**src/sv/ped_pkg.sv**
```systemverilog
package ped_pkg;

    // Register field and payload widths
    localparam int DIM_W   = 13;
    localparam int PAD_W   = 6;
    localparam int PIX_W   = 8;
    localparam int COORD_W = 14;

    // APB port geometry
    localparam int ADDR_W  = 4;
    localparam int DATA_W  = 32;

    // Job queue between classifier and rectangle generator
    localparam int Q_DEPTH = 4;

    // Rectangles per edge pixel, at most
    localparam int N_RECT  = 8;

    typedef enum logic [1:0] {
        REG_WIDTH  = 2'd0,
        REG_HEIGHT = 2'd1,
        REG_PAD    = 2'd2
    } t_reg_idx;

    // Emission order of the fill rectangles; the value is the bit in the job mask
    typedef enum logic [2:0] {
        RK_TL    = 3'd0,
        RK_TOP   = 3'd1,
        RK_TR    = 3'd2,
        RK_LEFT  = 3'd3,
        RK_RIGHT = 3'd4,
        RK_BL    = 3'd5,
        RK_BOT   = 3'd6,
        RK_BR    = 3'd7
    } t_rect_kind;

    typedef logic [N_RECT-1:0] t_rect_mask;

    // Clamped plane geometry as seen by the datapath
    typedef struct packed {
        logic [DIM_W-1:0] width;
        logic [DIM_W-1:0] height;
        logic [PAD_W-1:0] pad;
    } t_geom;

endpackage

```
**src/sv/ped_if.sv**
```systemverilog
interface ped_pix_if import ped_pkg::*; ();
    logic             valid;
    logic             ready;
    logic [PIX_W-1:0] pixel_value;

    modport source (output valid, output pixel_value, input ready);
    modport sink   (input valid, input pixel_value, output ready);
endinterface

interface ped_rect_if import ped_pkg::*; ();
    logic                      valid;
    logic                      ready;
    logic signed [COORD_W-1:0] rect_x;
    logic signed [COORD_W-1:0] rect_y;
    logic        [PAD_W-1:0]   rect_width;
    logic        [PAD_W-1:0]   rect_height;
    logic        [PIX_W-1:0]   fill_value;
    logic                      last_of_run;

    modport source (output valid, output rect_x, output rect_y, output rect_width,
                    output rect_height, output fill_value, output last_of_run,
                    input ready);
    modport sink   (input valid, input rect_x, input rect_y, input rect_width,
                    input rect_height, input fill_value, input last_of_run,
                    output ready);
endinterface

```
**src/sv/picture_edge_padding.sv**
```systemverilog
// Channel   Dir  Beat                                       Accept
// i_pix     in   one pixel, raster order                    valid & ready
// o_rect    out  one fill rectangle with its pixel value    valid & ready
// apb       in   register write / read, pready always high  psel & penable & pwrite
//
// A pixel is taken every cycle while the four-entry job queue has room; interior
// pixels leave nothing behind, edge pixels queue one job.
// The rectangle generator issues one rectangle per cycle while o_rect is not stalled,
// and an edge pixel yields as many rectangles as its mask has bits (1 to 8) in the back.
// Sustained input rate is one pixel per cycle inside a row; plane edges stall the
// input once the queue fills. Reset is synchronous and empties queue and output.
module picture_edge_padding import ped_pkg::*; #(
    parameter int MAX_DIM = 4096,
    parameter int MAX_PAD = 32
) (
    input  logic              i_clk,
    input  logic              i_rst_n,
    ped_pix_if.sink           i_pix,
    ped_rect_if.source        o_rect,
    input  logic              psel,
    input  logic              penable,
    input  logic              pwrite,
    input  logic [ADDR_W-1:0] paddr,
    input  logic [DATA_W-1:0] pwdata,
    output logic [DATA_W-1:0] prdata,
    output logic              pready
);

    localparam int CNT_W   = $clog2(MAX_DIM);
    localparam int ENTRY_W = N_RECT + 2 * CNT_W + PIX_W;

    t_geom            geom;
    logic             restart;
    logic             push;
    logic             pop;
    logic             q_full;
    logic             q_empty;
    t_rect_mask       f_mask;
    logic [CNT_W-1:0] f_col;
    logic [CNT_W-1:0] f_row;
    logic [PIX_W-1:0] f_value;
    t_rect_mask       b_mask;
    logic [CNT_W-1:0] b_col;
    logic [CNT_W-1:0] b_row;
    logic [PIX_W-1:0] b_value;

    ped_regs #(
        .MAX_DIM (MAX_DIM),
        .MAX_PAD (MAX_PAD)
    ) u_regs (
        .i_clk     (i_clk),
        .i_rst_n   (i_rst_n),
        .psel      (psel),
        .penable   (penable),
        .pwrite    (pwrite),
        .paddr     (paddr),
        .pwdata    (pwdata),
        .prdata    (prdata),
        .pready    (pready),
        .o_geom    (geom),
        .o_restart (restart)
    );

    ped_front #(
        .CNT_W (CNT_W)
    ) u_front (
        .i_clk     (i_clk),
        .i_rst_n   (i_rst_n),
        .i_geom    (geom),
        .i_restart (restart),
        .i_pix     (i_pix),
        .i_q_full  (q_full),
        .o_push    (push),
        .o_mask    (f_mask),
        .o_col     (f_col),
        .o_row     (f_row),
        .o_value   (f_value)
    );

    ped_queue #(
        .ENTRY_W (ENTRY_W)
    ) u_queue (
        .i_clk   (i_clk),
        .i_rst_n (i_rst_n),
        .i_push  (push),
        .i_data  ({f_mask, f_col, f_row, f_value}),
        .i_pop   (pop),
        .o_data  ({b_mask, b_col, b_row, b_value}),
        .o_empty (q_empty),
        .o_full  (q_full)
    );

    ped_back #(
        .CNT_W (CNT_W)
    ) u_back (
        .i_clk     (i_clk),
        .i_rst_n   (i_rst_n),
        .i_geom    (geom),
        .i_q_empty (q_empty),
        .i_mask    (b_mask),
        .i_col     (b_col),
        .i_row     (b_row),
        .i_value   (b_value),
        .o_pop     (pop),
        .o_rect    (o_rect)
    );

endmodule

```
**src/sv/ped_regs.sv**
```systemverilog
module ped_regs import ped_pkg::*; #(
    parameter int MAX_DIM = 4096,
    parameter int MAX_PAD = 32
) (
    input  logic              i_clk,
    input  logic              i_rst_n,
    input  logic              psel,
    input  logic              penable,
    input  logic              pwrite,
    input  logic [ADDR_W-1:0] paddr,
    input  logic [DATA_W-1:0] pwdata,
    output logic [DATA_W-1:0] prdata,
    output logic              pready,
    output t_geom             o_geom,
    output logic              o_restart
);

    localparam int PAD_CAP = (MAX_PAD > 63) ? 63 : MAX_PAD;

    logic [DIM_W-1:0] r_width;
    logic [DIM_W-1:0] r_height;
    logic [PAD_W-1:0] r_pad;
    logic             wr;
    t_reg_idx         idx;

    function automatic logic [DIM_W-1:0] clamp_dim(input logic [DIM_W-1:0] v);
        logic [DIM_W-1:0] res;
        res = v;
        if (v == '0) begin
            res = DIM_W'(1);
        end else if (int'(v) > MAX_DIM) begin
            res = DIM_W'(MAX_DIM);
        end
        return res;
    endfunction

    function automatic logic [PAD_W-1:0] clamp_pad(input logic [PAD_W-1:0] v);
        logic [PAD_W-1:0] res;
        res = v;
        if (v == '0) begin
            res = PAD_W'(1);
        end else if (int'(v) > PAD_CAP) begin
            res = PAD_W'(PAD_CAP);
        end
        return res;
    endfunction

    assign pready = 1'b1;
    assign wr     = psel & penable & pwrite;
    assign idx    = t_reg_idx'(paddr[ADDR_W-1:2]);

    // Write registers on the access phase
    always_ff @(posedge i_clk) begin
        if (!i_rst_n) begin
            r_width  <= DIM_W'(16);
            r_height <= DIM_W'(16);
            r_pad    <= PAD_W'(32);
        end else if (wr) begin
            case (idx)
                REG_WIDTH:  r_width  <= pwdata[DIM_W-1:0];
                REG_HEIGHT: r_height <= pwdata[DIM_W-1:0];
                REG_PAD:    r_pad    <= pwdata[PAD_W-1:0];
                default: ;
            endcase
        end
    end

    // Geometry change opens a new plane
    assign o_restart = wr & ((idx == REG_WIDTH) | (idx == REG_HEIGHT));

    // Read back raw register contents
    always_comb begin
        case (idx)
            REG_WIDTH:  prdata = DATA_W'(r_width);
            REG_HEIGHT: prdata = DATA_W'(r_height);
            REG_PAD:    prdata = DATA_W'(r_pad);
            default:    prdata = '0;
        endcase
    end

    assign o_geom.width  = clamp_dim(r_width);
    assign o_geom.height = clamp_dim(r_height);
    assign o_geom.pad    = clamp_pad(r_pad);

endmodule

```
**src/sv/ped_front.sv**
```systemverilog
module ped_front import ped_pkg::*; #(
    parameter int CNT_W = 12
) (
    input  logic             i_clk,
    input  logic             i_rst_n,
    input  t_geom            i_geom,
    input  logic             i_restart,
    ped_pix_if.sink          i_pix,
    input  logic             i_q_full,
    output logic             o_push,
    output t_rect_mask       o_mask,
    output logic [CNT_W-1:0] o_col,
    output logic [CNT_W-1:0] o_row,
    output logic [PIX_W-1:0] o_value
);

    logic [CNT_W-1:0] r_col;
    logic [CNT_W-1:0] r_row;
    logic [CNT_W-1:0] n_col;
    logic [CNT_W-1:0] n_row;
    logic             accept;
    logic             top;
    logic             bottom;
    logic             left;
    logic             right;

    assign i_pix.ready = ~i_q_full;
    assign accept      = i_pix.valid & ~i_q_full;

    // Classify the current position
    assign top    = (r_row == '0);
    assign left   = (r_col == '0);
    assign right  = (DIM_W'(r_col) == i_geom.width - DIM_W'(1));
    assign bottom = (DIM_W'(r_row) == i_geom.height - DIM_W'(1));

    always_comb begin
        o_mask           = '0;
        o_mask[RK_TL]    = top & left;
        o_mask[RK_TOP]   = top;
        o_mask[RK_TR]    = top & right;
        o_mask[RK_LEFT]  = left;
        o_mask[RK_RIGHT] = right;
        o_mask[RK_BL]    = bottom & left;
        o_mask[RK_BOT]   = bottom;
        o_mask[RK_BR]    = bottom & right;
    end

    // Drop interior pixels, queue edge pixels
    assign o_push  = accept & (o_mask != '0);
    assign o_col   = r_col;
    assign o_row   = r_row;
    assign o_value = i_pix.pixel_value;

    // Advance raster position, wrap after the last pixel
    always_comb begin
        n_col = r_col;
        n_row = r_row;
        if (right) begin
            n_col = '0;
            n_row = bottom ? '0 : r_row + CNT_W'(1);
        end else begin
            n_col = r_col + CNT_W'(1);
        end
    end

    always_ff @(posedge i_clk) begin
        if (!i_rst_n || i_restart) begin
            r_col <= '0;
            r_row <= '0;
        end else if (accept) begin
            r_col <= n_col;
            r_row <= n_row;
        end
    end

endmodule

```
**src/sv/ped_queue.sv**
```systemverilog
module ped_queue import ped_pkg::*; #(
    parameter int ENTRY_W = 32
) (
    input  logic               i_clk,
    input  logic               i_rst_n,
    input  logic               i_push,
    input  logic [ENTRY_W-1:0] i_data,
    input  logic               i_pop,
    output logic [ENTRY_W-1:0] o_data,
    output logic               o_empty,
    output logic               o_full
);

    localparam int PTR_W = $clog2(Q_DEPTH);
    localparam int CNT_W = $clog2(Q_DEPTH + 1);

    logic [ENTRY_W-1:0] r_mem [Q_DEPTH];
    logic [PTR_W-1:0]   r_wr_ptr;
    logic [PTR_W-1:0]   r_rd_ptr;
    logic [CNT_W-1:0]   r_count;
    logic               do_push;
    logic               do_pop;

    assign o_empty = (r_count == '0);
    assign o_full  = (r_count == CNT_W'(Q_DEPTH));
    assign do_push = i_push & ~o_full;
    assign do_pop  = i_pop & ~o_empty;
    assign o_data  = r_mem[r_rd_ptr];

    // Store entries
    always_ff @(posedge i_clk) begin
        if (do_push) begin
            r_mem[r_wr_ptr] <= i_data;
        end
    end

    // Track pointers and fill level
    always_ff @(posedge i_clk) begin
        if (!i_rst_n) begin
            r_wr_ptr <= '0;
            r_rd_ptr <= '0;
            r_count  <= '0;
        end else begin
            if (do_push) begin
                r_wr_ptr <= r_wr_ptr + PTR_W'(1);
            end
            if (do_pop) begin
                r_rd_ptr <= r_rd_ptr + PTR_W'(1);
            end
            case ({do_push, do_pop})
                2'b10:   r_count <= r_count + CNT_W'(1);
                2'b01:   r_count <= r_count - CNT_W'(1);
                default: ;
            endcase
        end
    end

endmodule

```
**src/sv/ped_back.sv**
```systemverilog
module ped_back import ped_pkg::*; #(
    parameter int CNT_W = 12
) (
    input  logic             i_clk,
    input  logic             i_rst_n,
    input  t_geom            i_geom,
    input  logic             i_q_empty,
    input  t_rect_mask       i_mask,
    input  logic [CNT_W-1:0] i_col,
    input  logic [CNT_W-1:0] i_row,
    input  logic [PIX_W-1:0] i_value,
    output logic             o_pop,
    ped_rect_if.source       o_rect
);

    // Current job
    t_rect_mask       r_mask;
    logic [CNT_W-1:0] r_col;
    logic [CNT_W-1:0] r_row;
    logic [PIX_W-1:0] r_value;

    // Output register
    logic                      r_ovalid;
    logic signed [COORD_W-1:0] r_x;
    logic signed [COORD_W-1:0] r_y;
    logic        [PAD_W-1:0]   r_w;
    logic        [PAD_W-1:0]   r_h;
    logic        [PIX_W-1:0]   r_fill;
    logic                      r_last;

    logic                      out_free;
    logic                      emit;
    t_rect_mask                lowest;
    t_rect_mask                rest;
    t_rect_kind                kind;
    logic signed [COORD_W-1:0] neg_p;
    logic signed [COORD_W-1:0] col_x;
    logic signed [COORD_W-1:0] row_y;
    logic signed [COORD_W-1:0] wid_x;
    logic signed [COORD_W-1:0] hgt_y;
    logic signed [COORD_W-1:0] x;
    logic signed [COORD_W-1:0] y;
    logic        [PAD_W-1:0]   w;
    logic        [PAD_W-1:0]   h;

    assign out_free = ~r_ovalid | o_rect.ready;
    assign emit     = (r_mask != '0) & out_free;
    assign lowest   = r_mask & (~r_mask + t_rect_mask'(1));
    assign rest     = r_mask & ~lowest;

    // Pick the next rectangle in emission order
    always_comb begin
        kind = RK_TL;
        for (int i = N_RECT - 1; i >= 0; i--) begin
            if (r_mask[i]) begin
                kind = t_rect_kind'(3'(i));
            end
        end
    end

    assign neg_p = COORD_W'(0) - COORD_W'(i_geom.pad);
    assign col_x = COORD_W'(r_col);
    assign row_y = COORD_W'(r_row);
    assign wid_x = COORD_W'(i_geom.width);
    assign hgt_y = COORD_W'(i_geom.height);

    // Form rectangle geometry
    always_comb begin
        x = neg_p;
        y = neg_p;
        w = i_geom.pad;
        h = i_geom.pad;
        case (kind)
            RK_TL:    begin x = neg_p; y = neg_p; end
            RK_TOP:   begin x = col_x; y = neg_p; w = PAD_W'(1); end
            RK_TR:    begin x = wid_x; y = neg_p; end
            RK_LEFT:  begin x = neg_p; y = row_y; h = PAD_W'(1); end
            RK_RIGHT: begin x = wid_x; y = row_y; h = PAD_W'(1); end
            RK_BL:    begin x = neg_p; y = hgt_y; end
            RK_BOT:   begin x = col_x; y = hgt_y; w = PAD_W'(1); end
            RK_BR:    begin x = wid_x; y = hgt_y; end
            default: ;
        endcase
    end

    // Load the next job when idle or once the current one issues its last rectangle
    assign o_pop = ~i_q_empty & ((r_mask == '0) | (emit & (rest == '0)));

    always_ff @(posedge i_clk) begin
        if (!i_rst_n) begin
            r_mask <= '0;
        end else if (o_pop) begin
            r_mask <= i_mask;
        end else if (emit) begin
            r_mask <= rest;
        end
    end

    always_ff @(posedge i_clk) begin
        if (o_pop) begin
            r_col   <= i_col;
            r_row   <= i_row;
            r_value <= i_value;
        end
    end

    // Hold the beat until taken
    always_ff @(posedge i_clk) begin
        if (!i_rst_n) begin
            r_ovalid <= 1'b0;
        end else if (emit) begin
            r_ovalid <= 1'b1;
        end else if (o_rect.ready) begin
            r_ovalid <= 1'b0;
        end
    end

    always_ff @(posedge i_clk) begin
        if (emit) begin
            r_x    <= x;
            r_y    <= y;
            r_w    <= w;
            r_h    <= h;
            r_fill <= r_value;
            r_last <= (rest == '0);
        end
    end

    assign o_rect.valid       = r_ovalid;
    assign o_rect.rect_x      = r_x;
    assign o_rect.rect_y      = r_y;
    assign o_rect.rect_width  = r_w;
    assign o_rect.rect_height = r_h;
    assign o_rect.fill_value  = r_fill;
    assign o_rect.last_of_run = r_last;

endmodule

```
**src/flat_wrapper.sv**
```systemverilog
// flat-port wrapper written by rule: the top's interface ports become plain ports
module picture_edge_padding_flat import ped_pkg::*;
#(
    parameter int MAX_DIM = 4096,
    parameter int MAX_PAD = 32
)
  (i_clk, i_rst_n, psel, penable, pwrite, paddr, pwdata, prdata, pready, i_pix_valid, i_pix_pixel_value, i_pix_ready, o_rect_valid, o_rect_rect_x, o_rect_rect_y, o_rect_rect_width, o_rect_rect_height, o_rect_fill_value, o_rect_last_of_run, o_rect_ready);
  ped_pix_if i_pix_i ();
  ped_rect_if o_rect_i ();
  input  logic i_clk;
  input  logic i_rst_n;
  input  logic psel;
  input  logic penable;
  input  logic pwrite;
  input  logic [ADDR_W-1:0] paddr;
  input  logic [DATA_W-1:0] pwdata;
  output logic [DATA_W-1:0] prdata;
  output logic pready;
  input wire logic [$bits(i_pix_i.valid)-1:0] i_pix_valid;
  input wire logic [$bits(i_pix_i.pixel_value)-1:0] i_pix_pixel_value;
  output wire logic [$bits(i_pix_i.ready)-1:0] i_pix_ready;
  output wire logic [$bits(o_rect_i.valid)-1:0] o_rect_valid;
  output wire logic [$bits(o_rect_i.rect_x)-1:0] o_rect_rect_x;
  output wire logic [$bits(o_rect_i.rect_y)-1:0] o_rect_rect_y;
  output wire logic [$bits(o_rect_i.rect_width)-1:0] o_rect_rect_width;
  output wire logic [$bits(o_rect_i.rect_height)-1:0] o_rect_rect_height;
  output wire logic [$bits(o_rect_i.fill_value)-1:0] o_rect_fill_value;
  output wire logic [$bits(o_rect_i.last_of_run)-1:0] o_rect_last_of_run;
  input wire logic [$bits(o_rect_i.ready)-1:0] o_rect_ready;
  assign i_pix_i.valid = i_pix_valid;
  assign i_pix_i.pixel_value = i_pix_pixel_value;
  assign i_pix_ready = i_pix_i.ready;
  assign o_rect_valid = o_rect_i.valid;
  assign o_rect_rect_x = o_rect_i.rect_x;
  assign o_rect_rect_y = o_rect_i.rect_y;
  assign o_rect_rect_width = o_rect_i.rect_width;
  assign o_rect_rect_height = o_rect_i.rect_height;
  assign o_rect_fill_value = o_rect_i.fill_value;
  assign o_rect_last_of_run = o_rect_i.last_of_run;
  assign o_rect_i.ready = o_rect_ready;
  picture_edge_padding #(.MAX_DIM(MAX_DIM), .MAX_PAD(MAX_PAD)) u_core (.i_clk(i_clk), .i_rst_n(i_rst_n), .i_pix(i_pix_i), .o_rect(o_rect_i), .psel(psel), .penable(penable), .pwrite(pwrite), .paddr(paddr), .pwdata(pwdata), .prdata(prdata), .pready(pready));
endmodule
```
**config.mk**
```make
export PLATFORM = sky130hd
export DESIGN_NAME = picture_edge_padding_flat
export DESIGN_NICKNAME = d
export VERILOG_FILES = /design/src/sv/ped_pkg.sv /design/src/sv/ped_if.sv /design/src/sv/picture_edge_padding.sv /design/src/sv/ped_regs.sv /design/src/sv/ped_front.sv /design/src/sv/ped_queue.sv /design/src/sv/ped_back.sv /design/src/flat_wrapper.sv
export SDC_FILE = /design/constraint.sdc
export NUM_CORES = 1
export LEC_CHECK = 0
export BUFFER_PORTS_ARGS = -buffer_cell sky130_fd_sc_hd__buf_2
export CAP_MARGIN = 20
export CORE_ASPECT_RATIO = 1.5
export CORE_MARGIN = 2
export CORE_UTILIZATION = 59
export CTS_CLUSTER_DIAMETER = 50
export CTS_CLUSTER_SIZE = 8
export DETAILED_ROUTE_END_ITERATION = 12
export HOLD_SLACK_MARGIN = 0.05
export PLACE_DENSITY = 0.79
export SETUP_SLACK_MARGIN = 0.02
export SLEW_MARGIN = 10
export SYNTH_ARGS = -nofsm -noshare
export SYNTH_HDL_FRONTEND = slang
export SYNTH_SLANG_ARGS = --single-unit
```
**constraint.sdc**
```tcl
create_clock -name i_clk -period 6.7 [get_ports i_clk]
set_input_delay 0.67 -clock i_clk [delete_from_list [all_inputs] [get_ports i_clk]]
set_output_delay 0.67 -clock i_clk [all_outputs]
set_load 0.05 [all_outputs]
```
==> results of run 1 <==
-- cell families after synthesis --
kind of cell,Yosys count,share of synthesized area (%)
AND/OR/NAND/NOR,328,11.9
flip-flops,315,62.5
AO/OA/AOI/OAI,177,9.33
buffers and inverters,120,3.87
multiplexers,68,8.47
XOR/XNOR,39,2.45
adder cells (fa/ha/maj),15,1.36
other,2,0.0539
-- cells in the mapped netlist, types with 27 or more instances --
library cell	n	share of area, %
sky130_fd_sc_hd__nor2_1	65	1.8
sky130_fd_sc_hd__clkbuf_1	50	1.3
sky130_fd_sc_hd__edfxtp_1	241	52
sky130_fd_sc_hd__o21ai_0	38	1.4
sky130_fd_sc_hd__xnor2_1	27	1.7
sky130_fd_sc_hd__mux2i_1	28	2.0
sky130_fd_sc_hd__mux4_2	40	6.5
sky130_fd_sc_hd__nand2_1	109	2.9
sky130_fd_sc_hd__inv_1	36	0.97
sky130_fd_sc_hd__dfxtp_1	74	11
sky130_fd_sc_hd__a21boi_0	31	1.7
-- power breakdown --
part / switching (W) / total (W) / internal (W)
sequential: 0.000210 / 0.00300 / 0.00279
combinational: 0.00174 / 0.00246 / 0.000720
clock: 0.000779 / 0.00206 / 0.00129
-- through the flow --
| step | total power, W | worst slack [ps] | util, % | std cells | instance area, µm² |
|---|---|---|---|---|---|
| finish | 0.00752 | 1100 | 68.6 | 1498 | 15900 |
| CTS | 0.00753 | 1140 | 68.5 | 1497 | 15800 |
| floorplan | 0.00477 | 1760 | - | 1082 | 14000 |
| global placement | 0.00539 | 1290 | 62.8 | 1415 | 14500 |
| detailed placement | 0.00545 | 1160 | 62.8 | 1415 | 14500 |
| global route | 0.00783 | 820 | 68.6 | 1498 | 15900 |
-- layer usage --
layer  vias to the layer above  share of wire (%)  global-route usage (%)
li1                       4143                  -                       -
met1                      4484                 39                    32.9
met2                       429                 50                    43.5
met3                        92                6.3                    3.85
met4                         0                4.8                    13.1
met5                         -                  0                       0
-- final cells by class --
class / count / area [µm²] / share of cell area (%)
Sequential cell: 315 / 8720 / 55.0
Multi-Input combinational cell: 647 / 4760 / 30.0
Clock buffer: 80 / 1290 / 8.12
Timing Repair Buffer: 102 / 546 / 3.44
Tap cell: 315 / 394 / 2.48
Inverter: 37 / 139 / 0.875
Clock inverter: 2 / 21.3 / 0.134
-- worst max-delay path by stage --
| stage | depth (start not counted) | end | slack [ps] |
|---|---|---|---|
| 2_1_floorplan | 13 | u_core.u_queue.r_mem[0][0] | 1760 |
| 3_3_place_gp | 13 | u_core.u_queue.r_mem[1][27] | 1290 |
| 3_5_place_dp | 13 | u_core.u_queue.r_mem[0][30] | 1160 |
| 4_1_cts | 13 | u_core.u_queue.r_mem[0][26] | 1140 |
| 5_1_grt | 13 | u_core.u_queue.r_mem[3][24] | 820 |
| 6_report | 13 | u_core.u_queue.r_mem[0][26] | 1100 |
-- state kept, by name, indices dropped and copies added (netlist names), 3 cells and up, named ones only --
| signal | cells |
|---|---|
| u_core.u_back.o_rect.rect_width | 6 |
| u_core.u_back.o_rect.rect_height | 6 |
| u_core.u_back.r_mask | 8 |
| u_core.u_regs.r_pad | 6 |
| u_core.u_back.o_rect.rect_x | 14 |
| u_core.u_queue.r_mem | 160 |
| u_core.u_back.r_col | 12 |
| u_core.u_back.r_value | 8 |
| u_core.u_front.o_row | 12 |
| u_core.u_queue.r_count | 3 |
| u_core.u_regs.r_width | 13 |
| u_core.u_back.o_rect.fill_value | 8 |
| u_core.u_back.o_rect.rect_y | 14 |
| u_core.u_back.r_row | 12 |
| u_core.u_front.o_col | 12 |
| u_core.u_regs.r_height | 13 |
==> results.txt, run 1 <==
- Count of vias placed by the detailed router: 9148
* Clock Latency Late Sink: 540 ps
* Number of instances on the worst hold path: 1
- Critical path's largest stage delay: 700 ps
- Sequence of cells on the critical path: nor4_1, a31oi_1, or2_2, ha_1, or4b_2, o21ai_0, a31oi_1, xnor2_1, or4_1, or3_1, a41oi_2, and2_2, buf_4
- Counting both buffers and inverters, the worst setup path holds a total of 1.
- First-pass GRT wire length: 48900 µm
- Number of flip-flops and latches in the synthesized netlist: 315
* Most common cell after layout, fill and taps aside: sky130_fd_sc_hd__edfxtp_1
* P_leak: 5.65 nW
* Unrepaired setup endpoints after global routing: false
- The tool flagged a number of max-cap violations equal to 0.
- Sum of routed wire length over all layers: 32000 µm
- Setup crit start kind: register
- Yosys mapped the design onto 77 distinct sky130hd cell types.
* Share of the yosys chip area belonging to registers: 62.5%
- Number of core rows: 68
- Cell family with most CP delay: simple AND/OR/NAND/NOR gates
* Clock Pin Slew Worst Setup and Hold Paths: 50 ps
- Along the worst path, the maximum fanout reaches 26.
- On the final layout, the worst clock skew is 30.7 ps.
- Critical Path Source: u_core.u_regs.r_height[4]
* Depth of the worst register-to-register path: 13
* Most prevalent standard cell on the critical path: sky130_fd_sc_hd__a31oi_1
* Average instance area after synthesis: 13.1 µm²
- At the pin with the least slew margin, the transition time is 1140 ps.
- From left edge to right edge, the die measures 130 µm.
* Number of port buffers: 93
- The detailed router finished its first iteration with 985 violations.
* Ratio of cells with drive above 1 in the final layout: 17.9%
* Cell Pwr Density: 474 mW/mm²
- The area growth from synthesis to layout is 13.8%.
- Vias per cell: 6.11
* RR Startpoint: u_core.u_regs.r_height[4]
- Floorplan die area: 0.0249 mm²
- Destination of the worst register-to-register timing path: u_core.u_queue.r_mem[0][26]
* Chip Height: 192 µm
* Start-to-end type of the worst setup path: reg -> reg
* Time the final worst path needs with I/O delays and setup: 5600 ps
- For this design, the slowest cell found on the critical path is sky130_fd_sc_hd__dfxtp_1.
* Post-DP HPWL: 20800 µm
* Clock tree root buffer cell: sky130_fd_sc_hd__clkbuf_16
* Portion of the clock cycle consumed by the worst path in the final layout: 83.6%
* Initial core utilization: 60.2%
- Normalized max-slew margin: 23.7%
* Top library cells by usage in the layout, fill and taps aside: sky130_fd_sc_hd__edfxtp_1 (241), sky130_fd_sc_hd__nand2_1 (109), sky130_fd_sc_hd__buf_2 (93), sky130_fd_sc_hd__dfxtp_1 (72), sky130_fd_sc_hd__nor2_1 (65)
- Mapped Area: 0.0139 mm²
* Slew Viols, Final: 0
* Final setup viols: 0
* CTS tree: yes
* Maximum resistive drop on vdd: 0.439 mV
* Category of the worst setup path capture point: register
- The tree built by TritonCTS fans out to 315 sinks.
- Synthesis produced 1064 cells.
- Resize count post-CTS: 0
* Ys flop type: sky130_fd_sc_hd__edfxtp_1
- The number of global-route vias before repair is 8885.
- Summed over all layers, the global routing overflow is 0.
* Beginning of the worst hold path: i_pix_pixel_value[2]
- Flop-to-flop setup slack: 1100 ps
- Cts bufs inserted: 45
- In this run the deepest clock path goes through 3 buffers.
- Post-CTS Hold Buffers: 0
- The flow ran to the end, and the final reports show no timing, DRC or antenna violations.
* Type of the most critical hold path: in -> reg
- Post-CTS Setup Repair Bufs: 0
- During synthesis, Yosys emitted a total of 0 warnings.
- Antenna diodes: 0
- Worst hold path endpoint: u_core.u_queue.r_mem[0][2]
- For this run, design rule violations remaining after detail routing come to 0.
- # nets final: 1212
* Fin. Hold Viols: 0
* Number of antenna-violating nets in the routed design: 0
* Total global-route track usage: 25.9%
- Routability-driven placement finished with a final weighted congestion of 0.935.
- The initial antenna violation count came to 0.
- The first detailed-routing pass took 5 iterations.
- Counting flops with a built-in enable in the synthesized netlist gives 241.
* Core area: 0.0231 mm²
- In the final timing run, aggregate negative setup slack is 0 ps.
* Wire length per cell: 21.4 µm
* Required time of the critical path: 6880 ps
- Entering global routing, the biggest net connects 52 pins.
- # IOs: 135
* H-Tree Level Count: 2
- STA puts the critical path data arrival time at 5780 ps.
* Number of fill cells in the layout: 1627
- In the synthesized netlist the async set-or-reset flop fraction comes to 0%.
* Fmax: 178 MHz
* Final hold slack: 357 ps
Power figures use the tool's default switching activity.
==> run 2: changes to the inputs <==
--- a/config.mk
+++ b/config.mk
@@ -9,12 +9,12 @@
 export CAP_MARGIN = 20
 export CORE_ASPECT_RATIO = 1.5
 export CORE_MARGIN = 2
-export CORE_UTILIZATION = 59
+export CORE_UTILIZATION = 54
 export CTS_CLUSTER_DIAMETER = 50
 export CTS_CLUSTER_SIZE = 8
 export DETAILED_ROUTE_END_ITERATION = 12
 export HOLD_SLACK_MARGIN = 0.05
-export PLACE_DENSITY = 0.79
+export PLACE_DENSITY = 0.76
 export SETUP_SLACK_MARGIN = 0.02
 export SLEW_MARGIN = 10
 export SYNTH_ARGS = -nofsm -noshare
==> constraint.sdc (replaced) <==
create_clock -name i_clk -period 4.7 [get_ports i_clk]
set_input_delay 0.47 -clock i_clk [delete_from_list [all_inputs] [get_ports i_clk]]
set_output_delay 0.47 -clock i_clk [all_outputs]
set_load 0.05 [all_outputs]
==> results.txt, run 2 (same netlist as run 1, synthesis figures left out) <==
- Start-to-end type of the worst setup path: reg -> reg
- Time the final worst path needs with I/O delays and setup: 4400 ps (-1200 ps)
* Final global-route overflow total: 0 (unchanged)
- Category of the worst setup path capture point: register
- P_leak: 5.93 nW (+4.9%)
- The peak clock frequency supported by timing is 227 MHz (+27%).
- The worst-case clock skew was 15.7 ps (-15.0 ps).
- The maximum fanout encountered on the critical timing path came to 2 (-92%).
- Number of port buffers: 93 (unchanged)
- Via count of the first global-routing pass: 9298 (+4.6%)
* Setup crit start kind: register
- The clock-pin slew on the worst setup and hold paths was 50 ps (about the same).
- The switching component of the power is 0.00398 W (+46%).
* Detailed-routing iteration count for the pre-antenna-repair pass: 6 (+1)
- Drc violations: 0 (unchanged)
- Sw Ratio: 36.5% (+0.28 points)
- Number of max-cap violations: 0 (unchanged)
* Slew Viols, Final: 0 (unchanged)
- Max Root-Sink Buffers: 3 (unchanged)
- TritonCTS built the clock tree.
- The critical path goes through nor4_1, a31oi_2, or2_4, ha_4, xor2_1, o221ai_1, a221oi_1, nand4_1, or4_1, or3_1, a41oi_2, inv_1, ha_1, inv_1, fa_1, xor2_1, or3_1, a21boi_1.
- The combinational share of power is 33.7% (+1.0 points).
* Clock Latency Late Sink: 550 ps (about the same)
* Number of fill cells in the layout: 1862 (+14%)
- Portion of the clock cycle consumed by the worst path in the final layout: 93.7% (+10 points)
* Proportion of power drawn by flip-flops and latches: 38.9% (-1.0 points)
- For this design, the slowest cell found on the critical path is sky130_fd_sc_hd__or4_1.
- The overall track demand over capacity in global routing was 24.8% (-1.2 points).
* Ratio of cells with drive above 1 in the final layout: 21.4% (+3.5 points)
- Maximum number of pins on one net before global-route repair: 52 (unchanged)
* Sinks on Clock Net: 315 (unchanged)
- Antenna diodes: 0 (unchanged)
- The post-cts hold buffer count is 0 (unchanged).
- Vias per cell: 5.97 (-2.2%)
- Initial DRC Count: 812 (-18%)
* Routability-driven placement congestion ratio: 0.908 (-2.9%)
* Antenna violations before repair: 0 (unchanged)
- Core area: 0.0256 mm² (+11%)
* Tightest Pin Transition: 1100 ps (-40.8 ps)
* Maximum resistive drop on vdd: 0.594 mV (+35%)
* Type of the most critical hold path: in -> reg
* Fin. Hold Viols: 0 (unchanged)
- The sum of negative setup slack came to 0 ps (unchanged).
- Number of antenna-violating nets in the routed design: 0 (unchanged)
- Number of core rows: 72 (+5.9%)
* Count of vias placed by the detailed router: 9350 (+2.2%)
* Overall die width: 135 µm (+4.4%)
* Cts bufs inserted: 45 (unchanged)
- Critical path's largest stage delay: 520 ps (-180 ps)
- Max FFs per register: 160 (unchanged)
- The vertical die dimension was 201 µm (+4.4%).
- The final layout net count was 1260 (+4.0%).
- The power density normalized to cell area is 666 mW/mm² (+41%).
- WP buf/inv: 2 (+1)
- Clock power share: 27.4% (about the same)
- Clock tree root buffer cell: sky130_fd_sc_hd__clkbuf_16
- Syn-to-layout area delta: 17.3%
* H-Tree Level Count: 2 (unchanged)
* # IOs: 135 (unchanged)
- Unrepaired setup endpoints after global routing: false
* Combined area of the multi-input logic cells: 0.00478 mm² (+0.58%)
- Normalized max-slew margin: 26.4% (+2.7 points)
* Initial core utilization: 54.5% (-5.8 points)
* Floorplan die area: 0.0271 mm² (+9.0%)
- Leaving out fill and tap cells, the most frequent cells in the layout are sky130_fd_sc_hd__edfxtp_1 (241), sky130_fd_sc_hd__nand2_1 (109), sky130_fd_sc_hd__buf_2 (94), sky130_fd_sc_hd__dfxtp_1 (72), sky130_fd_sc_hd__nor2_1 (65).
* Register bank with the most flops: u_core.u_queue.r_mem
- Arrival time of the worst setup path: 4880 ps (-900 ps)
- Post-DP HPWL: 22300 µm (+7.5%)
- The first-pass GRT wire length was 51200 µm (+4.6%).
- FF/Latch Area: 0.00872 mm² (unchanged)
- Final setup viols: 0 (unchanged)
- Int Pwr: 0.00692 W (+44%)
- Wire length per cell: 21.2 µm (-0.79%)
- The utilization of the core after routing came to 63.9% (-4.6 points).
- Status: finished, final reports clean
- Sum of routed wire length over all layers: 33200 µm (+3.6%)
* Required time of the critical path: 5170 ps (-1710 ps)
- Cell family with most CP delay: simple AND/OR/NAND/NOR gates
* Most common cell after layout, fill and taps aside: sky130_fd_sc_hd__edfxtp_1
-- run 2: changes by cell type in the layout (fill, tap and decap cells not counted), sizes merged --
cell / change
inv: +1
buf: +48
-- run 2: layout make-up --
| class | instances | share of cell area [%] |
|---|---|---|
| Sequential cell | 315 | 53.3 |
| Multi-Input combinational cell | 647 | 29.3 |
| Clock buffer | 80 | 7.88 |
| Timing Repair Buffer | 150 | 5.91 |
| Tap cell | 333 | 2.55 |
| Inverter | 37 | 0.849 |
| Clock inverter | 3 | 0.252 |
-- run 2: metal layers --
metal,up-vias,GRT usage [%],routed length [µm],part of all wire [%]
met4,0,12.7,1630,4.9
met2,418,42.3,16700,50
li1,4239,-,-,-
met1,4589,30.2,12800,39
met3,104,4.07,2030,6.1
met5,-,0,0,0
-- run 2: stage by stage --
stage          area [µm²]  worst slack [ps]  power, W  hold WS, ps  instances
3_5_place_dp        14900              84.0   0.00788          409       1478
4_1_cts             16300               118    0.0109          116       1561
3_3_place_gp        14900               199   0.00779          404       1477
5_1_grt             16400              29.0    0.0114          138       1565
2_1_floorplan       14000               119   0.00680          400       1082
6_report            16400               297    0.0109          142       1565
-- run 2: final timing paths --
path | startpoint | to | slack (ps) | cells after the start
max | u_core.u_regs.r_height[5] | u_core.u_queue.r_count[2] | 300 | 18
min | i_pix_pixel_value[0] | u_core.u_queue.r_mem[1][0] | 140 | 1
max reg2reg | u_core.u_regs.r_height[5] | u_core.u_queue.r_count[2] | 300 | 18
min reg2reg | u_core.u_back.r_value[3] | u_core.u_back.o_rect.fill_value[3] | 410 | 0
-- run 2: timing repair --
| action | in CTS | in global routing |
|---|---|---|
| setup buffers | 0 | 2 |
| gates resized for setup | 1 | 6 |
| pin swaps | 0 | 2 |
| endpoints found under the hold margin | 0 | 0 |
| setup endpoints to repair | 1 | 18 |
-- run 2: power by group through the flow --
stage          combinational (W)  sequential, W  clock [W]
3_5_place_dp             0.00353        0.00434          0
6_report                 0.00367        0.00424    0.00298
4_1_cts                  0.00355        0.00430    0.00302
2_1_floorplan            0.00185        0.00496          0
3_3_place_gp             0.00347        0.00432          0
5_1_grt                  0.00393        0.00429    0.00314
-- run 2: worst register-to-register path: cells and delay by family (launching register included) --
| family | cells | cell delay, ps |
|---|---|---|
| simple gates | 6 | 2070 |
| compound gates | 5 | 920 |
| fa+ha+maj | 3 | 670 |
| flops | 1 | 310 |
| xor+xnor | 2 | 200 |
| buf+inv | 2 | 170 |
==> run 3: changes to the inputs <==
--- a/config.mk
+++ b/config.mk
@@ -19,4 +19,5 @@
 export SLEW_MARGIN = 10
 export SYNTH_ARGS = -nofsm -noshare
 export SYNTH_HDL_FRONTEND = slang
+export SYNTH_HIERARCHICAL = 1
 export SYNTH_SLANG_ARGS = --single-unit
==> results.txt, run 3 <==
- Status: finished, final reports clean
- The vertical die dimension is 203 µm (+1.2%).
- Max FFs per register: 160 (unchanged)
- Number of max-cap violations: 0 (unchanged)
- By area the synthesized netlist is led by sky130_fd_sc_hd__edfxtp_1 (51%), sky130_fd_sc_hd__dfxtp_1 (10%), sky130_fd_sc_hd__mux4_2 (6.3%).
- The fraction of synthesized cell area taken by the top area cell type came to 50.7% (-1.2 points).
- The pre-CTS setup slack is 521 ps (+437 ps).
- Max Root-Sink Buffers: 3 (unchanged)
- Number of antenna-violating nets in the routed design: 0 (unchanged)
* P_leak: 5.81 nW (-2.0%)
- The worst-case reg-to-reg path depth came to 19 (+1).
- Number of port buffers: 93 (unchanged)
- Highest metal layer used by the detailed router: met4
* Total of warnings raised by yosys: 6 (+6)
* Final setup viols: 0 (unchanged)
* Top post-synthesis cells by count: sky130_fd_sc_hd__edfxtp_1 (241), sky130_fd_sc_hd__nand2_1 (89), sky130_fd_sc_hd__dfxtp_1 (74)
- Power after layout: 0.0110 W (+0.61%)
- Overall die width: 137 µm (+1.2%)
* Fmax: 236 MHz (+4.0%)
- Category of the worst setup path capture point: register
- Slew Viols, Final: 0 (unchanged)
- Destination of the worst register-to-register timing path: u_core/u_queue/r_count[2]
* H-Tree Level Count: 2 (unchanged)
* Count of vias placed by the detailed router: 9042 (-3.3%)
- In the post-synthesis netlist, the cell with the most instances is sky130_fd_sc_hd__edfxtp_1.
- Vias per cell: 5.91 (-1.1%)
- Ratio of cells with drive above 1 in the final layout: 20.4% (-1.0 points)
* Antenna violations before repair: 0 (unchanged)
- Sum of met3 wire segment lengths after detailed routing: 1570 µm (-23%)
- The normalized max-slew margin came to 32.6% (+6.2 points).
- The average size of a mapped cell came to 13.4 µm² (+2.1%).
- The library cell used most frequently in the layout, excluding fill and tap cells, is sky130_fd_sc_hd__edfxtp_1.
- The root buffer cell chosen for the clock tree is sky130_fd_sc_hd__clkbuf_16.
- Final core utilization: 63.0% (-0.93 points)
* Post-CTS Hold Buffers: 0 (unchanged)
- The number of hold violations in the final report is 0 (unchanged).
* Syn-to-layout area delta: 14.1%
- The starting density of the core came to 55.2% (+0.73 points).
- The detailed-routed wire length on met2 is 16300 µm (-2.3%).
* Ys flop type: sky130_fd_sc_hd__edfxtp_1
* Share of the yosys chip area belonging to registers: 61.1% (-1.5 points)
- The most critical setup path has its endpoint at u_core/u_queue/r_count[2].
- CTS tree: yes
- Start-to-end type of the worst setup path: reg -> reg
- Register bank with the most flops: u_core/u_queue/r_mem
- The fraction of synthesis flops using an asynchronous set or reset pin was 0% (unchanged).
- Time the final worst path needs with I/O delays and setup: 4230 ps (-171 ps)
* Post-CTS Setup Repair Bufs: 0 (unchanged)
- Number of core rows: 72 (unchanged)
- Routability-driven placement congestion ratio: 0.880 (-3.1%)
- The highest ir drop seen on vdd is 0.486 mV (-18%).
* Drc violations: 0 (unchanged)
- Post-DP HPWL: 20900 µm (-6.5%)
- The remaining global-route overflow was 0 (unchanged).
- The number of global-route vias before repair was 9052 (-2.6%).
* CP max FO: 14 (+12)
* Core area: 0.0259 mm² (+1.1%)
- The number of filler instances in the final layout was 1907 (+2.4%).
* Post-Route Setup TNS: 0 ps (unchanged)
* Maximum number of pins on one net before global-route repair: 68 (+31%)
- The worst-case clock skew was 16.0 ps (+0.377 ps).
- Initial DRC Count: 717 (-12%)
- The iteration count of the initial detailed-routing pass was 5 (-1).
- Number of flip-flops and latches in the synthesized netlist: 315 (unchanged)
- The worst endpoint data arrival time is 4710 ps (-170 ps).
- Type of the most critical hold path: in -> reg
* Cts bufs inserted: 45 (unchanged)
* Portion of the clock cycle consumed by the worst path in the final layout: 90.0% (-3.6 points)
* Tightest Pin Transition: 1010 ps (-95.2 ps)
* Required time of the critical path: 5170 ps (about the same)
- Cell Pwr Density: 673 mW/mm² (+1.0%)
* Mapped Area: 0.0143 mm² (+2.4%)
- The most critical setup path has its startpoint at u_core/u_regs/r_height[6].
- Post-synth EDFFs: 241 (unchanged)
- Antenna diodes: 0 (unchanged)
* # nets final: 1224 (-2.9%)
- The library cells used most frequently in the layout, excluding fill and tap cells, are sky130_fd_sc_hd__edfxtp_1 (241), sky130_fd_sc_hd__buf_2 (93), sky130_fd_sc_hd__nand2_1 (89), sky130_fd_sc_hd__dfxtp_1 (72), sky130_fd_sc_hd__nor2_1 (67).
- The post-cts sizing count is 0 (-1).
- The worst setup path is launched from a register.
- The die footprint is 0.0278 mm² (+2.3%).
- The number of distinct library cells after synthesis came to 88 (+14%).
- Wire length per cell: 20.4 µm (-3.5%)
- Clock Latency Late Sink: 540 ps (about the same)
- The overall routed net length is 31300 µm (-5.6%).
* Cell taking the most area after synthesis: sky130_fd_sc_hd__edfxtp_1
- Flop-to-flop setup slack: 470 ps (+170 ps)
* Routed metal-1 wire length: 11900 µm (-6.9%)
- Sinks on Clock Net: 315 (unchanged)
* Post-Synthesis Cells: 1067 (+0.28%)
- The worst setup slack after layout came to 468 ps (+171 ps).
- The first-pass GRT wire length is 48300 µm (-5.6%).
* # IOs: 135 (unchanged)
- The clock-pin slew on the worst setup and hold paths is 50 ps (about the same).
* Total global-route track usage: 22.8% (-1.9 points)
* Unrepaired setup endpoints after global routing: false
* RR Startpoint: u_core/u_regs/r_height[6]
==> run 3: power by group <==
| part | total, W | switching (W) | leakage (nW) | internal, W |
|---|---|---|---|---|
| clock network | 0.00295 | 0.00112 | 0.627 | 0.00183 |
| logic | 0.00366 | 0.00250 | 2.33 | 0.00117 |
| registers | 0.00434 | 0.000297 | 2.85 | 0.00405 |
==> run 3: per-layer routing <==
metal / global-route usage, % / up-vias
li1: - / 4137
met1: 26.7 / 4463
met2: 40.1 / 349
met3: 3.28 / 93
met4: 12.4 / 0
met5: 0 / -
==> run 3: area by class of cell <==
type / instances / area [µm²] / share of cell area [%]
clock inverters: 3 / 41.3 / 0.253
repair buffers: 119 / 783 / 4.81
flip-flops and latches: 315 / 8720 / 53.5
clock buffers: 81 / 1280 / 7.87
multi-input cells: 646 / 4920 / 30.2
inverters: 33 / 124 / 0.760
well taps: 333 / 417 / 2.56
==> run 3: kinds of logic after synthesis <==
| group | count (synthesis) | share of synthesized area [%] |
|---|---|---|
| simple gates | 345 | 13.0 |
| flops | 315 | 61.1 |
| compound gates | 133 | 6.95 |
| buf+inv | 124 | 5.11 |
| mux | 93 | 10.0 |
| xor+xnor | 41 | 2.52 |
| fa+ha+maj | 14 | 1.26 |
| other cells | 2 | 0.0526 |
==> run 3: worst max-delay path, stage by stage (launching register included) <==
cell	delay (ps)
sky130_fd_sc_hd__dfxtp_1	330
sky130_fd_sc_hd__nor4_1	300
sky130_fd_sc_hd__a31oi_1	120
sky130_fd_sc_hd__nor2_1	230
sky130_fd_sc_hd__inv_1	80
sky130_fd_sc_hd__ha_1	360
sky130_fd_sc_hd__nor2b_1	200
sky130_fd_sc_hd__nand4_1	190
sky130_fd_sc_hd__mux2i_1	210
sky130_fd_sc_hd__a21oi_1	90
sky130_fd_sc_hd__o2111ai_1	400
sky130_fd_sc_hd__a41oi_1	210
sky130_fd_sc_hd__nor2b_1	200
sky130_fd_sc_hd__inv_2	50
sky130_fd_sc_hd__ha_1	170
sky130_fd_sc_hd__inv_1	60
sky130_fd_sc_hd__fa_1	370
sky130_fd_sc_hd__xor2_1	150
sky130_fd_sc_hd__or3_1	310
sky130_fd_sc_hd__a21boi_1	130
==> run 3: how the worst min path moves through the flow <==
stage                                        start                            endpoint  slack, ps  cells after the start
after global routing          i_pix_pixel_value[3]          u_core/u_queue/r_mem[1][3]        140                      1
final                         i_pix_pixel_value[1]          u_core/u_queue/r_mem[2][1]        150                      1
after CTS                     i_pix_pixel_value[1]          u_core/u_queue/r_mem[2][1]        130                      1
after floorplan           u_core/u_back/r_value[0]  u_core/u_back/o_rect.fill_value[0]        400                      0
after global placement    u_core/u_back/r_value[3]  u_core/u_back/o_rect.fill_value[3]        400                      0
after detailed placement  u_core/u_back/r_value[3]  u_core/u_back/o_rect.fill_value[3]        410                      0
==> run 3: stage by stage <==
stage | hold slack [ps] | cell area, µm² | std cells
3_5_place_dp | 409 | 14900 | 1443
5_1_grt | 141 | 16300 | 1530
4_1_cts | 128 | 16200 | 1527
3_3_place_gp | 401 | 14900 | 1443
2_1_floorplan | 400 | 14300 | 1085
6_report | 148 | 16300 | 1530
